===== src/hw/rtl/vip_pkg.sv =====
package vip_pkg;

    localparam int VERTEX_W = 12;
    localparam int JOINT_W  = 8;
    localparam int WEIGHT_W = 17;
    localparam int STATUS_W = 2;

    localparam int DEF_MAX_VERTICES     = 4096;
    localparam int DEF_SLOTS_PER_VERTEX = 4;
    localparam int MAX_JOINTS           = 256;

    // slots shown on a read result
    localparam int SHOWN_SLOTS = 4;

    localparam logic [WEIGHT_W-1:0] ONE_Q16 = WEIGHT_W'(65536);
    localparam int FRAC_W = 16;

    // share = (w * 2^16 + total / 2) / total, quotient never above 2^16
    localparam int NUM_W  = WEIGHT_W + FRAC_W;
    localparam int QUOT_W = WEIGHT_W;

    typedef enum logic {
        OP_ADD  = 1'b0,
        OP_READ = 1'b1
    } t_op;

    typedef enum logic [STATUS_W-1:0] {
        STATUS_STORED  = 2'd0,
        STATUS_DROPPED = 2'd1,
        STATUS_READ    = 2'd2
    } t_status;

    typedef enum logic [2:0] {
        STATE_CLEAR,
        STATE_IDLE,
        STATE_FETCH,
        STATE_EVAL,
        STATE_DIVIDE
    } t_state;

    typedef struct packed {
        t_op                 operation;
        logic [VERTEX_W-1:0] vertex_index;
        logic [JOINT_W-1:0]  joint_index;
        logic [WEIGHT_W-1:0] weight;
    } t_request;

    typedef struct packed {
        t_status             status;
        logic [JOINT_W-1:0]  joint_a;
        logic [JOINT_W-1:0]  joint_b;
        logic [JOINT_W-1:0]  joint_c;
        logic [JOINT_W-1:0]  joint_d;
        logic [WEIGHT_W-1:0] share_a;
        logic [WEIGHT_W-1:0] share_b;
        logic [WEIGHT_W-1:0] share_c;
        logic [WEIGHT_W-1:0] share_d;
    } t_result;

    typedef struct packed {
        logic [JOINT_W-1:0]  joint;
        logic [WEIGHT_W-1:0] weight;
    } t_slot;

endpackage


===== src/hw/rtl/vip_div.sv =====
module vip_div
    import vip_pkg::*;
#(
    parameter int DEN_W = WEIGHT_W + 3
) (
    input  logic              i_clk,
    input  logic              i_rst_n,
    input  logic              i_start,
    input  logic [NUM_W-1:0]  i_num,
    input  logic [DEN_W-1:0]  i_den,
    output logic              o_busy,
    output logic [QUOT_W-1:0] o_quot
);

    localparam int CNT_W = $clog2(QUOT_W + 1);

    logic [CNT_W-1:0]  r_cnt;
    logic [CNT_W-1:0]  n_cnt;
    logic [DEN_W-1:0]  r_rem;
    logic [DEN_W-1:0]  n_rem;
    logic [QUOT_W-1:0] r_low;
    logic [QUOT_W-1:0] n_low;
    logic [DEN_W-1:0]  r_den;
    logic [DEN_W:0]    trial;
    logic [DEN_W:0]    diff;
    logic              ge;

    // restoring division, one quotient bit per cycle; the low word shifts
    // the numerator out and the quotient in
    always_comb begin
        trial = {r_rem, r_low[QUOT_W-1]};
        diff  = trial - {1'b0, r_den};
        ge    = (trial >= {1'b0, r_den});
        n_cnt = r_cnt;
        n_rem = r_rem;
        n_low = r_low;
        if (i_start) begin
            n_cnt = CNT_W'(QUOT_W);
            n_rem = DEN_W'(i_num[NUM_W-1:QUOT_W]);
            n_low = i_num[QUOT_W-1:0];
        end else if (r_cnt != '0) begin
            n_cnt = r_cnt - 1'b1;
            n_rem = ge ? diff[DEN_W-1:0] : trial[DEN_W-1:0];
            n_low = {r_low[QUOT_W-2:0], ge};
        end
    end

    always_ff @(posedge i_clk) begin
        if (!i_rst_n) begin
            r_cnt <= '0;
        end else begin
            r_cnt <= n_cnt;
        end
    end

    always_ff @(posedge i_clk) begin
        r_rem <= n_rem;
        r_low <= n_low;
        if (i_start) begin
            r_den <= i_den;
        end
    end

    assign o_busy = (r_cnt != '0);
    assign o_quot = r_low;

endmodule

===== config.mk =====
export PLATFORM = sky130hd
export DESIGN_NAME = vip_div
export DESIGN_NICKNAME = d
export VERILOG_FILES = /design/src/hw/rtl/vip_pkg.sv /design/src/hw/rtl/vip_div.sv
export SDC_FILE = /design/constraint.sdc
export NUM_CORES = 1
export LEC_CHECK = 0
export ABC_AREA = 1
export ABC_CLOCK_PERIOD_IN_PS = 3400
export BUFFER_PORTS_ARGS = -buffer_cell sky130_fd_sc_hd__clkbuf_2
export CELL_PAD_IN_SITES_DETAIL_PLACEMENT = 1
export CELL_PAD_IN_SITES_GLOBAL_PLACEMENT = 2
export CORE_ASPECT_RATIO = 2
export CORE_MARGIN = 2
export CORE_UTILIZATION = 25
export DETAILED_ROUTE_END_ITERATION = 7
export GPL_TIMING_DRIVEN = 0
export HOLD_SLACK_MARGIN = 0.08
export PLACE_DENSITY_LB_ADDON = 0.1
export SYNTH_ARGS = -nofsm -noshare
export SYNTH_HDL_FRONTEND = slang
export SYNTH_SLANG_ARGS = --single-unit

===== constraint.sdc =====
create_clock -name i_clk -period 3.4 [get_ports i_clk]
set_clock_uncertainty 0.15 [all_clocks]
set_input_delay 0.17 -clock i_clk [delete_from_list [all_inputs] [get_ports i_clk]]
set_output_delay 0.17 -clock i_clk [all_outputs]
set_load 0.02 [all_outputs]

* Word level (Yosys, flattened, before mapping)
Cells that the tools add are included.
** Cells by class
- Add/sub/neg operators :: 2
- $lt $le $gt $ge :: 1
- Muxes and demuxes :: 7
- Bitwise operators :: 1
- Reductions and logical operators :: 3
** Operator list (number)
- 17-bit two-way mux :: 2
- 16-bit two-way mux :: 2
- 21-bit by 20-bit >= comparator with 1-bit output :: 1
- 20-bit two-way mux :: 1
- 20-bit subtractor :: 1
- 5-bit two-way mux :: 2
- 5-bit nonzero test :: 1
- 5-bit by 1-bit subtractor with 5-bit output (second input constant) :: 1
- 2-bit nonzero test :: 1
- 2-bit OR reduction :: 1
- 1-bit NOT :: 1
** Word-level totals
- Bits in registers :: 62
- Input port bits :: 56
- Output and inout port bits :: 18
- Logic and storage cells :: 20

* Longest topological paths before layout
Gate-level depths: netlist (run 1).
- Depth in word-level cells :: 4
- Mapped depth :: 15
- Depth with buffers taken out :: 14

* Least setup slack after synthesis (run 1)
Ideal clock, no wire load.
- Path kind :: register to register
- Start point :: register r_low[16], in the netlist o_quot[16]
- End point :: register r_rem[12], data pin
- Setup time :: 0.254 ns
- Data arrival time :: 1.824 ns
- Data required time :: 2.996 ns
- Setup slack :: 1.173 ns
- Cell stages (with the launch flop) :: 14
- Path buffers :: 0
- Period minus slack after synthesis :: 2.227 ns
- Path through :: edfxtp_1 -> inv_1 -> ha_1 -> fa_1 -> nor2_1 -> o21ai_0 -> nand2_1 -> nand2_1 -> nand2_1 -> nand2_1 -> nand2_1 -> nand2_1 -> nand3_1 -> nand2_1
** Between the ends
- Longest elaborated chain between the ends :: 4
- Elaborated cells between the ends (all ways) :: 5
- Those cells by class :: 1 x add/sub; 1 x order compare; 3 x mux
** RTL lines
- from (decl) :: RTL line vip_div.sv:21 : logic [QUOT_W-1:0] r_low;
- from (signal assigned) :: RTL line vip_div.sv:58 : r_low <= n_low;
- 20-bit subtractor or 21-bit by 20-bit >= comparator with 1-bit output (tied branches) :: RTL line vip_div.sv:32, vip_div.sv:33
- 20-bit two-way mux * :: RTL line vip_div.sv:43 : n_rem = ge ? diff[DEN_W-1:0] : trial[DEN_W-1:0];
- 16-bit two-way mux * :: RTL line vip_div.sv:41 : end else if (r_cnt != '0) begin
- 16-bit two-way mux * :: RTL line vip_div.sv:37 : if (i_start) begin
- named net n_rem[12] :: RTL line vip_div.sv:20 : logic [DEN_W-1:0] n_rem;
- to (signal assigned) :: RTL line vip_div.sv:57 : r_rem <= n_rem;
- to (decl) :: RTL line vip_div.sv:19 : logic [DEN_W-1:0] r_rem;
Mark *: on every way through the listed nets, which the timed path passes. The rest lies on a longest branch. The select of a mux whose other input is x is not followed.
A chain may end at the register's enable or synchronous reset.

* Worst setup path in the final report (run 1)
- Start point :: register r_rem[3]
- End point :: register r_rem[0], data pin
** Between the ends
- Longest elaborated chain between the ends :: 4
** RTL lines
- 21-bit by 20-bit >= comparator with 1-bit output :: RTL line vip_div.sv:33 : ge = (trial >= {1'b0, r_den});
- 20-bit two-way mux :: RTL line vip_div.sv:43
- 16-bit two-way mux :: RTL line vip_div.sv:41
- 16-bit two-way mux :: RTL line vip_div.sv:37
- named net n_rem[0] :: RTL line vip_div.sv:20
The timed path passes the listed nets, and every way through them passes these cells. The select of a mux whose other input is x is not followed.

==> results of run 1 <==
layout make-up:
class | count | share of cell area [%]
well taps | 204 | 4.579
inverters | 83 | 5.589
clock buffers | 12 | 4.242
clock inverters | 4 | 0.4489
multi-input cells | 387 | 35.58
plain buffers | 13 | 1.526
flip-flops and latches | 62 | 31.78
repair buffers | 127 | 16.25
worst max-delay path: stages, from the launching register on:
cell and delay, ns:
edfxtp_1 0.39, ha_1 0.37, nand2_1 0.09, nand2_1 0.10
inv_1 0.09, nand3_1 0.13, nand2_1 0.14, nand2_1 0.10
nand2_2 0.12, buf_2 0.32, nand3_1 0.11, nand3_1 0.11
nand2_1 0.06
routing by layer:
metal  wire (µm)  GRT usage (%)  up-vias
met1        5158          17.30     1869
met4         317          6.783        0
met5           0              0        -
li1            -              -     1999
met3         346          2.820       15
met2        8280          34.96       66
flip-flops by register name, indices dropped and copies added (netlist names):
| name | count |
|---|---|
| o_quot | 17 |
| r_cnt | 5 |
| r_den | 20 |
| r_rem | 20 |
worst min path at each step:
stage	to	slack, ns	cells past startpoint
floorplan	r_den[0]	0.12	0
global route	r_rem[16]	0.36	2
global placement	r_den[5]	0.20	1
finish	r_rem[16]	0.33	2
CTS	r_rem[17]	0.33	2
detailed placement	r_den[6]	0.20	1
Yosys cell counts:
cell type	instances	area (µm²)
inv_1	77	289.0
nor3_2	1	10.01
nand3_1	30	150.1
o21a_1	1	7.510
buf_6	4	45.04
nor4_4	1	21.27
o21bai_1	1	7.510
dfxtp_1	9	180.2
o21ai_0	4	20.02
edfxtp_1	53	1592
fa_1	1	20.02
ha_1	22	275.3
nand4_1	2	12.51
nor3_1	9	45.04
a21oi_2	1	8.760
a31oi_1	1	6.260
nand2_2	7	43.79
nand3b_1	22	165.2
xnor2_1	7	61.31
nor2_1	24	90.09
nor2_2	6	37.54
a211oi_1	1	7.510
nand2_1	222	833.3
buf_4	1	7.510
clkinv_1	3	11.26
a21oi_1	14	70.07
clkbuf_1	6	22.52
inv_2	3	11.26
xor2_1	4	35.03
nand3_2	5	50.05
o21ai_1	1	5.000
buf_2	2	10.01
layout by cell type (no fill, tap or decap), drive strengths merged, types with 10 or more instances in the layout:
cell type	Yosys	final
nand3b	22	22
nand2	229	229
a21oi	15	15
edfxtp	53	53
inv	80	80
dlygate4sd3	0	54
ha	22	22
nor3	10	10
nand3	35	35
clkbuf	6	91
nor2	30	30
through the flow:
step | hold slack (ns) | area (µm²) | setup WS, ns
6_report | 0.3298 | 5574 | 0.8704
4_1_cts | 0.3319 | 5574 | 0.7699
2_1_floorplan | 0.1189 | 4151 | 1.173
3_3_place_gp | 0.1962 | 4772 | 0.1911
3_5_place_dp | 0.1991 | 4772 | 0.6516
5_1_grt | 0.3602 | 5574 | 0.6241
power groups by stage:
stage                     logic (W)  clock network (W)  registers (W)
final                       0.00208           0.000857        0.00114
after global routing        0.00239           0.000915        0.00117
after CTS                   0.00213           0.000891        0.00115
after detailed placement    0.00207                  0        0.00116
after global placement      0.00206                  0        0.00116
after floorplan             0.00144                  0        0.00118
kinds of logic after synthesis:
group                    synth area share, %
AND/OR/NAND/NOR                        35.14
buffers and inverters                  9.554
flip-flops                             42.68
AO/OA/AOI/OAI                          3.195
adder cells (fa/ha/maj)                7.113
XOR/XNOR                               2.321
==> impl_metrics.tcl, run 1 <==
set metrics [dict create \
    clk_path_buf_depth 2 \
    worst_pin_slew_ns 0.8292 \
    p_leak_nw 2.769 \
    area_growth_syn_to_layout_pct 34.27 \
    pwr-share-comb_pct 50.9 \
    hold_class "flop to flop" \
    startpoint "r_rem[3]" \
    cts_made_buffers 9 \
    cp_max_fo 10 \
    core_area_um2 16270 \
    synth_area_um2 4151 \
    p_switching_w 0.001778 \
    relSlewSlack_pct 44.64 \
    slew_violations 0 \
    cts_setup_buffers 0 \
    htreeDepth 3 \
    postRouteAntennaNets 0 \
    diodes 0 \
    ff2ff_setup_slack_ns 0.87 \
    cts-resized-gates 0 \
    critPathRequiredTime_ns 3.35 \
    max_clock_freq_mhz 395.3 \
    start_util_pct 25.52 \
    status "finished, final reports clean" \
    finish.utilization_pct 34.26 \
    dp_hpwl_mm 10.62 \
    r2r_cells 12 \
    yosysSeqAreaShare_pct 42.68 \
    finalCriticalPeriod_ns 2.530 \
    ir_worst_vdd_uv 270.0 \
    layout-drive-gt1-share_pct 17.15 \
    final.setup.tns_ns 0 \
    sequentialPowerShare_pct 28.0 \
    grt.overflow.total 0 \
    hold_viol 0 \
    cp-end-kind "flop" \
    first_pass_iters 4 \
    synth-seq-cells 62 \
    row_count 66 \
    die_x_um 95.12 \
    synth.avg_cell_area_um2 7.617 \
    timing.rr.start "r_rem[3]" \
    wire_per_inst_um 15.81 \
    synthCells 545 \
    drcViolationCount 0 \
    multi_input_area_um2 1983 \
    placed_cells 822 \
    cp.arrival_ns 2.48 \
    clk_pin_slew_ns 0.06 \
    cts_root_buf "clkbuf_16" \
    num_vias 3949 \
    path_class "flop to flop" \
    synth_cell_types 32 \
    grt_pass1_wl_mm 22.83 \
    clk_latency_ns 0.34 \
    power.density_nw_per_um2 731.7 \
    track_usage_pct 17.53 \
    rsz0062_at_grt "false" \
    cap_violations 0 \
    cp-endpoint "r_rem[0]" \
    intPower_w 0.002301 \
    port_buffers 73 \
    cts_tree "done" \
    grt_pass1_vias 4465 \
    cts.sinks 62 \
    setup_viol 0 \
    swShare_pct 43.59 \
    gp_congestion 0.8100 \
    antenna_found_initial 0 \
    die_y_um 186.2 \
    min_from "r_rem[16]" \
    seq_area_um2 1772 \
    syn_nets 624 \
    drt_iter0_drc 123 \
    final_cells 892 \
    totalPowerFinal_w 0.004079 \
    worstReg2RegEnd "r_rem[0]" \
    vias_per_cell 4.427 \
    die_area_um2 17720 \
    yosysWarnings 0 \
    holdBufCountCts 54 \
    timing.final.crit_share_pct 74.40 \
    p_clk_share_pct 21.0 \
    ioPinCount 74 \
    routed_wl_mm 14.10 \
    grt_start_max_net_pins 34 \
    fillCellCount 2004 \
    nets 762 \
    start_kind "flop" \
]
No activity file was read; power rests on OpenSTA's default activity.
==> run 2: changes to the inputs <==
ABC_CLOCK_PERIOD_IN_PS = 2050   (was 3400)
clock period = 2.05 ns   (was 3.4 ns; I/O delays follow)
==> run 2 against run 1 <==
Against the previous run: the flow now finishes with violations (negative setup slack); highest routed layer unchanged; combinational power grew to 2.6 times the previous value; critical path type unchanged; global-route usage increased by 1.2 points; die area is the same; first-iteration DRC count fell by 15%; core utilization is 7.5 points higher.
==> impl_metrics.tcl, run 2 (synthesized netlist as in run 1, its figures left out) <==
set metrics [dict create \
    final_cells 937 \
    clk_pin_slew_ns 0.06 \
    totalPowerFinal_w 0.008918 \
    critPathMaxStageDelay_ns 0.43 \
    track_usage_pct 18.68 \
    layout.cells.most_common "nand2_1" \
    cp-end-kind "flop" \
    diodes 0 \
    cap_violations 0 \
    num_vias 4185 \
    gr-usage-met1_pct 19.39 \
    cts_tree "done" \
    grt_busiest_layer "met2" \
    power.density_nw_per_um2 1313 \
    drt_iter0_drc 104 \
    clk_latency_ns 0.34 \
    dp_hpwl_mm 10.71 \
    placed_cell_area_um2 4796 \
    htreeDepth 3 \
    layout-drive-gt1-share_pct 36.97 \
    hold_viol 0 \
    finish.utilization_pct 41.75 \
    core_area_um2 16270 \
    final_area_um2 6792 \
    clk_path_buf_depth 2 \
    start_util_pct 25.52 \
    pwr-share-comb_pct 60.6 \
    row_count 66 \
    grtUsageMet3_pct 2.176 \
    die_y_um 186.2 \
    first_pass_iters 4 \
    grt.overflow.total 0 \
    p_leak_nw 3.284 \
    fillCellCount 1899 \
    relSlewSlack_pct 55.60 \
    cts_made_buffers 9 \
    area_growth_syn_to_layout_pct 63.59 \
    grt_pass1_wl_mm 24.41 \
    cp_slowest_cell "edfxtp_1" \
    postLayoutSetupSlackWorst_ns -0.2598 \
    timing.final.crit_share_pct 112.7 \
    hold_class "primary input to flop" \
    rsz0062_at_grt "true" \
    max_clock_freq_mhz 432.9 \
    wire_per_inst_um 16.67 \
    ioPinCount 74 \
    drcViolationCount 0 \
    antenna_found_initial 0 \
    slew_violations 0 \
    nets 807 \
    port_buffers 73 \
    worst-path-buf-inv 6 \
    sequentialPowerShare_pct 22.2 \
    ir_worst_vdd_uv 484.5 \
    cp.arrival_ns 2.40 \
    path_class "flop to flop" \
    routed_wl_mm 15.62 \
    postRouteAntennaNets 0 \
    setup_viol 21 \
    p_clk_share_pct 17.2 \
    cts.sinks 62 \
    start_kind "flop" \
    intPower_w 0.005063 \
    status "finished with violations" \
    critPathTopFamily "simple AND/OR/NAND/NOR gates" \
    gr-usage-met2_pct 36.93 \
    die_x_um 95.12 \
    cts_root_buf "clkbuf_16" \
    gp_congestion 0.8216 \
    grt_pass1_vias 4616 \
    post-place-ws_ns -0.7274 \
    swShare_pct 43.23 \
    grt_start_max_net_pins 22 \
    final_cell_mix "nand2_1, clkbuf_2, inv_1" \
    cp_max_fo 3 \
    finalCriticalPeriod_ns 2.310 \
    vias_per_cell 4.466 \
    die_area_um2 17720 \
    crit_top_cell "buf_4" \
    worst_pin_slew_ns 0.6659 \
    placed_cells 822 \
    critPathRequiredTime_ns 2.14 \
    violations "negative setup slack" \
    p_switching_w 0.003855 \
    path_cells "ha_4 -> nand2_4 -> nor2_4 -> inv_2 -> nor2_4 -> buf_4 -> buf_4 -> buf_4 -> buf_4 -> buf_4 -> nand2_4 -> nand2_2 -> nand2_1 -> nand2_2 -> nand2_4 -> nand3_2 -> nand2_1" \
]
==> run 2: cell types whose count changed in the layout (fill, tap and decap cells not counted), moves of 6 or more <==
| cell | previous run | this run |
|---|---|---|
| nand3_2 | 5 | 25 |
| nand3_1 | 30 | 9 |
| inv_2 | 4 | 10 |
| inv_1 | 76 | 69 |
| nor2_4 | 0 | 7 |
| nand2_4 | 0 | 22 |
| buf_12 | 0 | 8 |
| nand2_2 | 7 | 34 |
| nand2_1 | 222 | 171 |
| ha_4 | 0 | 17 |
| buf_4 | 1 | 36 |
| ha_1 | 22 | 3 |
==> run 2: cell type report <==
class	count	area [µm²]	share of cell area [%]
Sequential cell	62	1772	26.09
Buffer	13	138.9	2.045
Clock buffer	11	232.7	3.427
Tap cell	204	255.2	3.758
Inverter	83	316.6	4.661
Timing Repair Buffer	171	1361	20.04
Clock inverter	5	50.05	0.7369
Timing Repair inverter	1	7.507	0.1105
Multi-Input combinational cell	387	2658	39.13
==> run 2: power by group through the flow <==
stage / Clock [W] / Combinational (W) / Sequential [W]
floorplan: 0 / 0.00240 / 0.00195
global placement: 0 / 0.00343 / 0.00192
detailed placement: 0 / 0.00344 / 0.00193
CTS: 0.00158 / 0.00488 / 0.00197
global route: 0.00162 / 0.00592 / 0.00202
finish: 0.00154 / 0.00540 / 0.00198
==> run 2: path summary, 6_finish.rpt <==
path | end | cells past startpoint | slack [ns] | from
hold / removal | r_den[4] | 1 | 0.14 | i_start
hold reg to reg | r_rem[16] | 2 | 0.32 | r_rem[16]
setup / recovery | r_rem[16] | 17 | -0.26 | r_rem[14]
setup reg to reg | r_rem[16] | 17 | -0.26 | r_rem[14]
==> run 2: metal layers <==
layer / vias to the layer above / wire length [µm]
met1: 1993 / 5690
met3: 17 / 361
met5: - / 0
met2: 79 / 9223
met4: 0 / 348
li1: 2096 / -
==> run 2: what timing repair did <==
action	in CTS	in global routing
gates cloned	2	3
pin swaps	40	20
endpoints found under the hold margin	58	0
setup buffers	30	10
gates resized for setup	114	47
setup endpoints to repair	70	22
hold buffers	54	0
==> run 2: stage by stage <==
step | setup TNS (ns) | hold WS [ns]
floorplan | -0.1300 | 0.05137
global placement | -41.37 | 0.1288
detailed placement | -45.35 | 0.1317
CTS | -4.561 | 0.1475
global route | -6.753 | 0.1697
finish | -4.740 | 0.1445
==> run 3: changes to the inputs <==
ABC_AREA = default   (was 1)
==> run 3 against run 2 <==
Against the previous run: the run still ends with negative setup slack left; first-iteration DRC count shrank 23%; critical path type unchanged; sequential cell count unchanged; largest cell class unchanged; count of clock-buffer cells in the layout fell by 2; critical endpoint is now r_rem[8].
==> impl_metrics.tcl, run 3 <==
set metrics [dict create \
    cts_tree "done" \
    start_kind "flop" \
    clk_path_buf_depth 2 \
    clk_latency_ns 0.33 \
    cp_slowest_cell "edfxtp_1" \
    synth_top_area_share_pct 43.09 \
    syn_nets 416 \
    hold_viol 0 \
    r2r_cells 9 \
    drt_iter0_drc 80 \
    violations "negative setup slack" \
    layout-drive-gt1-share_pct 45.45 \
    port_buffers 73 \
    start_util_pct 25.60 \
    grt_pass1_vias 3718 \
    p_leak_nw 2.428 \
    layout.cells.most_common "clkbuf_2" \
    yosysMostFrequentCell "edfxtp_1" \
    path_depth 9 \
    grt_pass1_wl_mm 19.79 \
    final_cell_mix "clkbuf_2, dlygate4sd3_1, edfxtp_1" \
    synth_area_um2 3694 \
    track_usage_pct 16.58 \
    synth_commonest_cells "edfxtp_1, inv_1, mux2_2, nor2_1" \
    cap_violations 0 \
    area_growth_syn_to_layout_pct 60.81 \
    finalCriticalPeriod_ns 2.940 \
    synthArstFlopShare_pct 0 \
    num_vias 3245 \
    path_class "flop to flop" \
    cp.arrival_ns 2.88 \
    vias_per_cell 4.577 \
    die_y_um 175.9 \
    cts_made_buffers 9 \
    ys.flop_type "edfxtp_1" \
    synth_area_leaders "edfxtp_1, ha_1, mux2_2, dfxtp_1, inv_1" \
    grt.overflow.total 0 \
    synth.avg_cell_area_um2 10.96 \
    timing.rr.start "r_rem[3]" \
    gp_congestion 0.7814 \
    yosysSeqAreaShare_pct 47.97 \
    wire_per_inst_um 17.43 \
    max_clock_freq_mhz 340.1 \
    postRouteAntennaNets 0 \
    path_cells "ha_4 -> nand4_1 -> a21oi_4 -> o41ai_4 -> o21ai_2 -> a2111oi_4 -> buf_4 -> mux2_4 -> mux2_2" \
    ir_worst_vdd_uv 532.4 \
    slew_violations 0 \
    diodes 0 \
    synth-seq-cells 62 \
    clk_pin_slew_ns 0.06 \
    critPathTopFamily "compound AO/OA/AOI/OAI gates" \
    cp-endpoint "r_rem[8]" \
    routed_wl_mm 12.36 \
    worst-path-buf-inv 1 \
    grt_start_max_net_pins 22 \
    die_x_um 89.95 \
    final.setup.tns_ns -16.30 \
    setup_viol 21 \
    cts_root_buf "clkbuf_16" \
    postLayoutSetupSlackWorst_ns -0.8905 \
    worstReg2RegEnd "r_rem[8]" \
    fillCellCount 1608 \
    relSlewSlack_pct 36.82 \
    worst_pin_slew_ns 0.9477 \
    antenna_found_initial 0 \
    finish.utilization_pct 41.16 \
    drcViolationCount 0 \
    first_pass_iters 4 \
    die_area_um2 15820 \
    core_area_um2 14430 \
    synthCells 337 \
    nets 591 \
    row_count 62 \
    power.density_nw_per_um2 1388 \
    critPathMaxStageDelay_ns 0.43 \
    cts.sinks 62 \
    critPathRequiredTime_ns 1.99 \
    hold_class "primary input to flop" \
    ioPinCount 74 \
    dp_hpwl_mm 8.334 \
    timing.final.crit_share_pct 143.4 \
    rsz0062_at_grt "true" \
    synth_cell_types 58 \
    cp-end-kind "flop" \
    startpoint "r_rem[3]" \
    htreeDepth 3 \
    yosysWarnings 0 \
    cp_max_fo 4 \
    synth_top_cell_by_area "edfxtp_1" \
    status "finished with violations" \
    ff2ff_setup_slack_ns -0.89 \
    synth_edf_count 53 \
]
==> run 3: how the worst min path moves through the flow <==
stage / slack (ns) / depth (start not counted) / end / from
floorplan: 0.05 / 0 / r_den[0] / i_den[0]
global placement: 0.13 / 1 / r_den[5] / i_den[5]
detailed placement: 0.13 / 1 / r_den[6] / i_den[6]
CTS: 0.32 / 2 / r_den[5] / i_den[5]
global route: 0.32 / 2 / r_den[19] / i_den[19]
finish: 0.32 / 1 / r_den[4] / i_start
==> run 3: layer usage <==
layer,vias up,share of wire [%],GRT usage (%)
met3,11,2.4,2.831
met4,0,1.7,6.282
met5,-,0,0
li1,1584,-,-
met1,1585,36,16.22
met2,65,60,33.81
==> run 3: cell type report <==
type,count,area [µm²],share of cell area [%]
clock buffer,9,225.2,3.792
buffer,11,110.1,1.854
sequential,62,1774,29.87
multi-input combinational,226,2115,35.60
inverter,37,142.6,2.402
tap,192,240.2,4.045
timing repair inverter,1,7.507,0.1264
clock inverter,7,65.06,1.095
timing repair buffer,164,1260,21.21
==> run 3: what timing repair did <==
action                     CTS  global route
pin swaps                   29             5
gates resized for setup     71            13
cloned                       3             0
buffers inserted            30             9
hold buffers                54             0
hold endpoints to repair    58             0
setup endpoints to repair   62            21
==> run 3: logic make-up after synthesis <==
kind of cell / count (synthesis) / share of synthesized area (%)
xor gates and xnor gates: 16 / 3.794
buffers and inverters: 49 / 5.420
AOI/OAI and AO/OA: 75 / 14.91
and+or+nand+nor: 86 / 11.96
DFF: 62 / 47.97
adders and majority gates: 23 / 7.994
muxes: 26 / 7.961
==> run 3: metrics by stage <==
step / area (µm²) / hold slack, ns / power, W / setup WS (ns) / instances
finish: 5939 / 0.3185 / 0.008247 / -0.8905 / 709
detailed placement: 4436 / 0.1313 / 0.005306 / -1.218 / 602
floorplan: 3830 / 0.05137 / 0.004397 / -0.7397 / 337
global route: 5939 / 0.3247 / 0.008833 / -1.024 / 709
CTS: 5882 / 0.3182 / 0.008249 / -0.9097 / 705
global placement: 4436 / 0.1290 / 0.005274 / -1.187 / 602
==> run 3: worst reg2reg max path: stages, from the launching register on <==
cell       delay (ns)
edfxtp_1         0.43
ha_4             0.28
nand4_1          0.17
a21oi_4          0.06
o41ai_4          0.35
o21ai_2          0.11
a2111oi_4        0.39
buf_4            0.19
mux2_4           0.30
mux2_2           0.25
==> run 3: where the power goes <==
part | switching [W] | internal, W | leakage, nW
sequential | 0.000270 | 0.00178 | 0.612
combinational | 0.00229 | 0.00239 | 1.68
clock | 0.000590 | 0.000930 | 0.133
total | 0.00315 | 0.00510 | 2.43
